--- src/rtl/tma_pkg.sv ---
// Package with shared constants, types and command/status structs for the trimmed average core.
`default_nettype none

package tma_pkg;

  // Window and sample geometry.
  localparam int WINDOW_LEN = 7;
  localparam int DATA_W     = 32;
  localparam int IDX_W      = $clog2(WINDOW_LEN);
  localparam int SUM_W      = DATA_W + $clog2(WINDOW_LEN);

  // Constant divisor and the digit-serial divider geometry.
  localparam int DIVISOR    = WINDOW_LEN - 2;
  localparam int REM_W      = $clog2(DIVISOR + 1);
  localparam int DIV_STEP   = 7;
  localparam int DIV_CYCLES = (SUM_W + DIV_STEP - 1) / DIV_STEP;
  localparam int DIV_W      = DIV_CYCLES * DIV_STEP;
  localparam int DCNT_W     = $clog2(DIV_CYCLES);

  localparam logic [REM_W:0]    DIVISOR_V  = (REM_W + 1)'(DIVISOR);
  localparam logic [IDX_W-1:0]  LAST_IDX   = IDX_W'(WINDOW_LEN - 1);
  localparam logic [DCNT_W-1:0] LAST_DSTEP = DCNT_W'(DIV_CYCLES - 1);

  // Controller states, one-hot.
  typedef enum logic [4:0] {
    S_IDLE = 5'b00001,
    S_WALK = 5'b00010,
    S_TRIM = 5'b00100,
    S_DIV  = 5'b01000,
    S_OUT  = 5'b10000
  } tma_state_t;

  // Commands from the controller to the datapath.
  typedef struct packed {
    logic accept;
    logic walk_en;
    logic trim_en;
    logic div_en;
    logic load_out;
  } tma_cmd_t;

  // Status from the datapath to the controller.
  typedef struct packed {
    logic walk_last;
    logic div_last;
  } tma_sts_t;

endpackage

`default_nettype wire

--- src/rtl/tma_ctrl.sv ---
// Controller state machine that sequences the window walk, the trim and the divide.
`default_nettype none

module tma_ctrl
  import tma_pkg::*;
(
  input  wire logic     clk,
  input  wire logic     rst_n,
  input  wire logic     in_valid,
  output logic          in_stall,
  output logic          out_valid,
  input  wire logic     out_stall,
  input  wire tma_sts_t sts,
  output tma_cmd_t      cmd
);

  tma_state_t state_r, state_nxt;
  logic       out_valid_r, out_valid_nxt;
  logic       out_free;

  // A result slot is free when it is empty or its transfer happens now.
  assign out_free  = !out_valid_r || !out_stall;
  assign in_stall  = (state_r != S_IDLE);
  assign out_valid = out_valid_r;

  // Commands are decoded from the current state; accept also needs in_valid and load_out a free result slot.
  always_comb begin
    cmd          = '0;
    cmd.accept   = (state_r == S_IDLE) && in_valid;
    cmd.walk_en  = (state_r == S_WALK);
    cmd.trim_en  = (state_r == S_TRIM);
    cmd.div_en   = (state_r == S_DIV);
    cmd.load_out = (state_r == S_OUT) && out_free;
  end

  // Next-state logic.
  always_comb begin
    state_nxt = state_r;
    case (state_r)
      S_IDLE: begin
        if (in_valid) state_nxt = S_WALK;
      end
      S_WALK: begin
        if (sts.walk_last) state_nxt = S_TRIM;
      end
      S_TRIM: begin
        state_nxt = S_DIV;
      end
      S_DIV: begin
        if (sts.div_last) state_nxt = S_OUT;
      end
      S_OUT: begin
        if (out_free) state_nxt = S_IDLE;
      end
      default: begin
        state_nxt = S_IDLE;
      end
    endcase
  end

  // The output valid flag is set on a load and cleared by a transfer.
  always_comb begin
    if (cmd.load_out) begin
      out_valid_nxt = 1'b1;
    end else begin
      out_valid_nxt = out_valid_r && out_stall;
    end
  end

  always_ff @(posedge clk) begin
    if (!rst_n) begin
      state_r     <= S_IDLE;
      out_valid_r <= 1'b0;
    end else begin
      state_r     <= state_nxt;
      out_valid_r <= out_valid_nxt;
    end
  end

`ifndef NO_ASSERTIONS
  // An accepted sample always starts a window walk.
  a_accept_walks: assert property (@(posedge clk) disable iff (!rst_n)
    (in_valid && !in_stall) |=> (state_r == S_WALK))
    else $error("accepted sample did not start a walk");

  // A new result never overwrites one that is still waiting.
  a_no_overwrite: assert property (@(posedge clk) disable iff (!rst_n)
    cmd.load_out |-> (!out_valid_r || !out_stall))
    else $error("result loaded over a pending result");

  // The state register stays one-hot.
  a_onehot: assert property (@(posedge clk) disable iff (!rst_n)
    $onehot(state_r))
    else $error("state register is not one-hot");
`endif

endmodule

`default_nettype wire

--- src/rtl/tma_dpath.sv ---
// Datapath with the sample window, the walk accumulator and the digit-serial divider.
`default_nettype none

module tma_dpath
  import tma_pkg::*;
(
  input  wire logic              clk,
  input  wire logic              rst_n,
  input  wire tma_cmd_t          cmd,
  output tma_sts_t               sts,
  input  wire logic [DATA_W-1:0] in_sample_ns,
  output logic [DATA_W-1:0]      out_trimmed_mean
);

  logic [DATA_W-1:0] window_r [WINDOW_LEN];
  logic [IDX_W-1:0]  slot_r;
  logic [IDX_W-1:0]  walk_idx_r;
  logic [SUM_W-1:0]  sum_r;
  logic [DATA_W-1:0] min_r;
  logic [DATA_W-1:0] max_r;
  logic [DATA_W-1:0] cur_val;
  logic [DIV_W-1:0]  dvd_r, dvd_nxt;
  logic [REM_W-1:0]  rem_r, rem_nxt;
  logic [DCNT_W-1:0] dcnt_r;
  logic [DATA_W-1:0] mean_r;
  logic [SUM_W-1:0]  trim_sum;

  // Status back to the controller.
  assign sts.walk_last = (walk_idx_r == LAST_IDX);
  assign sts.div_last  = (dcnt_r == LAST_DSTEP);

  // Entry visited by the walk and the trimmed sum.
  assign cur_val  = window_r[walk_idx_r];
  assign trim_sum = sum_r - SUM_W'(min_r) - SUM_W'(max_r);

  // Sample window and write slot; the window resets to all zero.
  always_ff @(posedge clk) begin
    if (!rst_n) begin
      for (int i = 0; i < WINDOW_LEN; i++) begin
        window_r[i] <= '0;
      end
      slot_r <= '0;
    end else if (cmd.accept) begin
      window_r[slot_r] <= in_sample_ns;
      slot_r           <= (slot_r == LAST_IDX) ? '0 : slot_r + 1'b1;
    end
  end

  // Walk over the window: running sum, minimum and maximum.
  always_ff @(posedge clk) begin
    if (cmd.accept) begin
      walk_idx_r <= '0;
      sum_r      <= '0;
      min_r      <= '1;
      max_r      <= '0;
    end else if (cmd.walk_en) begin
      walk_idx_r <= walk_idx_r + 1'b1;
      sum_r      <= sum_r + SUM_W'(cur_val);
      if (cur_val < min_r) min_r <= cur_val;
      if (cur_val > max_r) max_r <= cur_val;
    end
  end

  // One long-division step per bit, several bits per cycle on a narrow remainder.
  always_comb begin
    logic [REM_W:0]    r;
    logic [DIV_STEP-1:0] q;
    r = '0;
    q = '0;
    rem_nxt = rem_r;
    for (int k = 0; k < DIV_STEP; k++) begin
      r = {rem_nxt, dvd_r[DIV_W-1-k]};
      if (r >= DIVISOR_V) begin
        r = r - DIVISOR_V;
        q[DIV_STEP-1-k] = 1'b1;
      end
      rem_nxt = r[REM_W-1:0];
    end
    dvd_nxt = {dvd_r[DIV_W-DIV_STEP-1:0], q};
  end

  // Divider registers: the dividend shifts out as the quotient shifts in.
  always_ff @(posedge clk) begin
    if (!rst_n) begin
      rem_r <= '0;
    end else if (cmd.trim_en) begin
      rem_r <= '0;
    end else if (cmd.div_en) begin
      rem_r <= rem_nxt;
    end
  end

  always_ff @(posedge clk) begin
    if (cmd.trim_en) begin
      dvd_r  <= DIV_W'(trim_sum);
      dcnt_r <= '0;
    end else if (cmd.div_en) begin
      dvd_r  <= dvd_nxt;
      dcnt_r <= dcnt_r + 1'b1;
    end
  end

  // Output register; the quotient always fits in the sample width.
  always_ff @(posedge clk) begin
    if (cmd.load_out) begin
      mean_r <= dvd_r[DATA_W-1:0];
    end
  end

  assign out_trimmed_mean = mean_r;

`ifndef NO_ASSERTIONS
  // After a full walk the minimum cannot exceed the maximum.
  a_min_le_max: assert property (@(posedge clk) disable iff (!rst_n)
    cmd.trim_en |-> (min_r <= max_r))
    else $error("minimum above maximum after walk");

  // The division remainder stays below the divisor.
  a_rem_range: assert property (@(posedge clk) disable iff (!rst_n)
    ({1'b0, rem_r} < DIVISOR_V))
    else $error("division remainder out of range");
`endif

endmodule

`default_nettype wire

--- src/rtl/trimmed_moving_average_core.sv ---
// Each sample is written to the window; the core then walks the window, trims the min and max,
// divides by WINDOW_LEN - 2 and loads the result, with a one-entry-per-cycle window walk
// and a 7-bit-per-cycle divide. No new sample is taken until the result is loaded (in_stall).
// A finished result waits in the output register while the next sample is taken.
// Reset (synchronous, active low) zeroes the window and write slot at once, no clearing pass.
`default_nettype none

module trimmed_moving_average_core
  import tma_pkg::*;
(
  input  wire logic              clk,
  input  wire logic              rst_n,
  input  wire logic              in_valid,
  output logic                   in_stall,
  input  wire logic [DATA_W-1:0] in_sample_ns,
  output logic                   out_valid,
  input  wire logic              out_stall,
  output logic [DATA_W-1:0]      out_trimmed_mean
);

  tma_cmd_t cmd;
  tma_sts_t sts;

  // Sequencer for one sample at a time.
  tma_ctrl u_ctrl (
    .clk       (clk),
    .rst_n     (rst_n),
    .in_valid  (in_valid),
    .in_stall  (in_stall),
    .out_valid (out_valid),
    .out_stall (out_stall),
    .sts       (sts),
    .cmd       (cmd)
  );

  // Window storage, accumulation and divide.
  tma_dpath u_dpath (
    .clk              (clk),
    .rst_n            (rst_n),
    .cmd              (cmd),
    .sts              (sts),
    .in_sample_ns     (in_sample_ns),
    .out_trimmed_mean (out_trimmed_mean)
  );

endmodule

`default_nettype wire
--- config.mk ---
export PLATFORM = sky130hd
export DESIGN_NAME = trimmed_moving_average_core
export DESIGN_NICKNAME = d
export VERILOG_FILES = /design/src/rtl/tma_pkg.sv /design/src/rtl/tma_ctrl.sv /design/src/rtl/tma_dpath.sv /design/src/rtl/trimmed_moving_average_core.sv
export SDC_FILE = /design/constraint.sdc
export NUM_CORES = 1
export LEC_CHECK = 0
export BUFFER_PORTS_ARGS = -buffer_cell sky130_fd_sc_hd__buf_2
export CAP_MARGIN = 20
export CORE_MARGIN = 2
export CORE_UTILIZATION = 65
export DETAILED_ROUTE_END_ITERATION = 7
export PLACE_DENSITY = 0.83
export SLEW_MARGIN = 20
export SYNTH_ARGS = -nofsm -noshare
export SYNTH_HDL_FRONTEND = slang
export SYNTH_SLANG_ARGS = --single-unit
--- constraint.sdc ---
create_clock -name clk -period 13.3 [get_ports clk]
set_input_delay 1.33 -clock clk [delete_from_list [all_inputs] [get_ports clk]]
set_output_delay 1.33 -clock clk [all_outputs]
set_load 0.03 [all_outputs]
==> run metrics <==
LEAKAGE=~11 nW; fmax=0.124 GHz; Critical Path End Type=register; Mapped Cells=approximately 2100; part of the power in combinational logic=between 10% and 20%; DRC=0; clock network power share=~36%; Hold Fails Final Rpt=0; DRT Pass-1 Iters=5; final worst setup slack=~5.3 ns; io pins=70; CP max stage delay=0.43 ns; die height=approximately 190 um; DR vias/cell=6.17; Synthesized Nets=around 2300; core area=around 36000 um2; input/output buffers=between 60 and 70; largest area contributor in the netlist=edfxtp_1; DIE AREA=around 38000 um2; Tmin final=~8.0 ns; Slew HR=between 10% and 20%; post-synthesis average cell area=~11 um2; VDD IR max=between 0.15 and 0.2 mV; Cell Pwr Density=around 130 nW/um2; most frequent CP cell=ha_1; leading cell type in the layout, fill and taps excluded=edfxtp_1; Die X=around 190 um; outcome=finished, final reports clean; Final setup viols=0; most frequent cells in the layout=edfxtp_1, nand2_1, nor2_1, dfxtp_1, ha_1; Post-synth EDFFs=around 290; Pint=2.50 mW; Skew-Pair Late Insertion Delay=~0.60 ns; Net Sw Frac=a little over a quarter; global route total overflow=0; Synth Register Bits=~440; Flop pwr share=around 44%; iteration-0 DRC count of the detailed router=1258; CTS max path bufs=3; register area=roughly 12000 um2; Final GP Congestion=around 0.9; share of cells above drive strength 1=about an eighth; register clock-pin slew on the reported worst setup and hold paths=0.06 ns; CP Depth=35; asr flop ratio synth=0%; WP data required=roughly 14 ns; synthesized area=approximately 23000 um2; P&R area growth vs syn=9.80%; Pins Over Slew Limit=0; nets=around 2300; R2R depth=35; dpl cells=about 2500; Place WS=~5.3 ns; critical path buffer and inverter count=2; ys flop type=edfxtp_1; Fin Setup TNS=0 ns; Filler cells=2397; crit-path max FO=6; HPWL after DPL=~36000 um; Hold-fix buffers, CTS=0; RSZ-0062 raised after global routing=false; Rows=between 60 and 70; max-cap violations=0; clk_skew=0.0290 ns; fin crit share=just over 60%; Clock Sinks=between 400 and 500; initial antenna violation count=2; Inserted Clock Buffers=between 40 and 50; vias in the first global route=around 16000; Synth top area share=between 30% and 40%; postcts setup bufs=0; WL per Instance=~21 um; CP Class=reg -> reg; Final Instance Area=roughly 26000 um2; Initial Util=between 60 and 70%; cell family with most CP delay=compound AO/OA/AOI/OAI gates; synth warn=0; Worst-Margin Slew=approximately 1.2 ns; hold path depth=0; largest net degree at the start of global routing=72; top post-synthesis cells by area=edfxtp_1, dfxtp_1, ha_1, mux4_2, nand2_1; P_sw=around 950 uW; Post-DP Area=roughly 24000 um2; Worst setup SP type=register; Post-DRT Antenna Nets=0; register area share after synthesis=between 50% and 60%; DR vias=about 16000; CTS tree=done; cts repair resizes=0; Critical Path Slowest Stage Cell=edfxtp_1; fin cells=around 2600; first-pass GRT wire length=87200 um; final wirelength=54900 um; H-Tree Depth=2; critical path arrival=8.54 ns; global router's overall resource usage=between 20 and 30%; Root Driver=clkbuf_16; min-delay worst type=reg -> reg; multi-input logic area=10900 um2; Unique masters post-synth=78
kinds of logic (layout without fill, tap and decap cells):
| group | count (synthesis) | count (layout) | synth area share (%) |
|---|---|---|---|
| AND/OR/NAND/NOR | 630 | 630 | 12.3 |
| other | 0 | 2 | 0 |
| XOR/XNOR | 65 | 65 | 2.43 |
| buffers and inverters | 223 | 313 | 3.64 |
| flip-flops | 443 | 443 | 50.2 |
| multiplexers | 138 | 138 | 9.54 |
| adder cells (fa/ha/maj) | 181 | 181 | 10.7 |
| AO/OA/AOI/OAI | 394 | 394 | 11.1 |
cell type report:
type	count	area share (%)
flip-flops and latches	443	45.8
multi-input cells	1408	42.3
clock buffers	61	4.76
well taps	461	2.24
repair buffers	97	2.16
inverters	132	1.92
clock inverters	23	0.826
diodes	2	0.0194
synth_stat cells, drive strengths merged (10+ instances only):
| cell type | count |
|---|---|
| and2 | 99 |
| o21a | 17 |
| a211oi | 40 |
| nor2b | 11 |
| clkbuf | 74 |
| mux2 | 32 |
| a31oi | 10 |
| mux4 | 64 |
| ha | 148 |
| dfxtp | 152 |
| xor2 | 18 |
| nand2b | 21 |
| nor2 | 168 |
| inv | 132 |
| a21boi | 36 |
| nand2 | 245 |
| nor3 | 15 |
| and3 | 13 |
| a21o | 60 |
| mux2i | 42 |
| fa | 33 |
| xnor2 | 47 |
| a21oi | 103 |
| nand3 | 25 |
| buf | 17 |
| o21ai | 71 |
| edfxtp | 291 |
state kept, by name, summed over array words and instances (netlist names), named ones only:
signal                    count
u_dpath.window_r            256
u_dpath.dvd_r                35
u_dpath.sum_r                35
u_dpath.max_r                32
u_dpath.min_r                32
u_dpath.out_trimmed_mean     32
u_ctrl.state_r                5
u_dpath.dcnt_r                3
u_dpath.rem_r                 3
u_dpath.slot_r                3
u_dpath.walk_idx_r            3
u_ctrl.out_valid              1
path summary, 6_finish.rpt:
check,from,end,slack [ns]
worst min-delay path,u_dpath.dvd_r[24],u_dpath.out_trimmed_mean[24],0.45
worst min register to register,u_dpath.dvd_r[24],u_dpath.out_trimmed_mean[24],0.45
worst max register to register,u_dpath.dvd_r[34],u_dpath.rem_r[1],5.26
worst max-delay path,u_dpath.dvd_r[34],u_dpath.rem_r[1],5.26
metrics by stage:
stage / utilization [%] / hold slack [ns] / total power, mW
3_5_place_dp: 68.4 / 0.439 / 2.22
6_report: 72.4 / 0.454 / 3.45
4_1_cts: 72.4 / 0.453 / 3.45
3_3_place_gp: 68.4 / 0.439 / 2.20
5_1_grt: 72.4 / 0.466 / 3.58
2_1_floorplan: - / 0.426 / 2.05
worst register-to-register path: cells and delay by family (launching register included):
family,cells,cell delay (ns)
AOI/OAI and AO/OA,10,2.21
adders and majority gates,7,1.84
xor gates and xnor gates,6,1.51
and+or+nand+nor,9,1.38
DFF,1,0.43
muxes,1,0.35
buffers and inverters,2,0.26
power groups by stage:
stage               Clock [mW]  Combinational, mW  Sequential (mW)
floorplan                    0              0.505             1.55
global placement             0              0.641             1.55
detailed placement           0              0.661             1.56
CTS                       1.25              0.668             1.53
global route              1.30              0.744             1.53
finish                    1.25              0.676             1.53
metal layers:
layer | vias up | GRT usage, % | routed length, um
met5 | - | 0 | 0
met1 | 7960 | 38.1 | 22400
met3 | 95 | 4.82 | 3990
met2 | 631 | 50.2 | 27100
li1 | 7523 | - | -
met4 | 0 | 10.5 | 1480
Power figures use the tool's default switching activity.
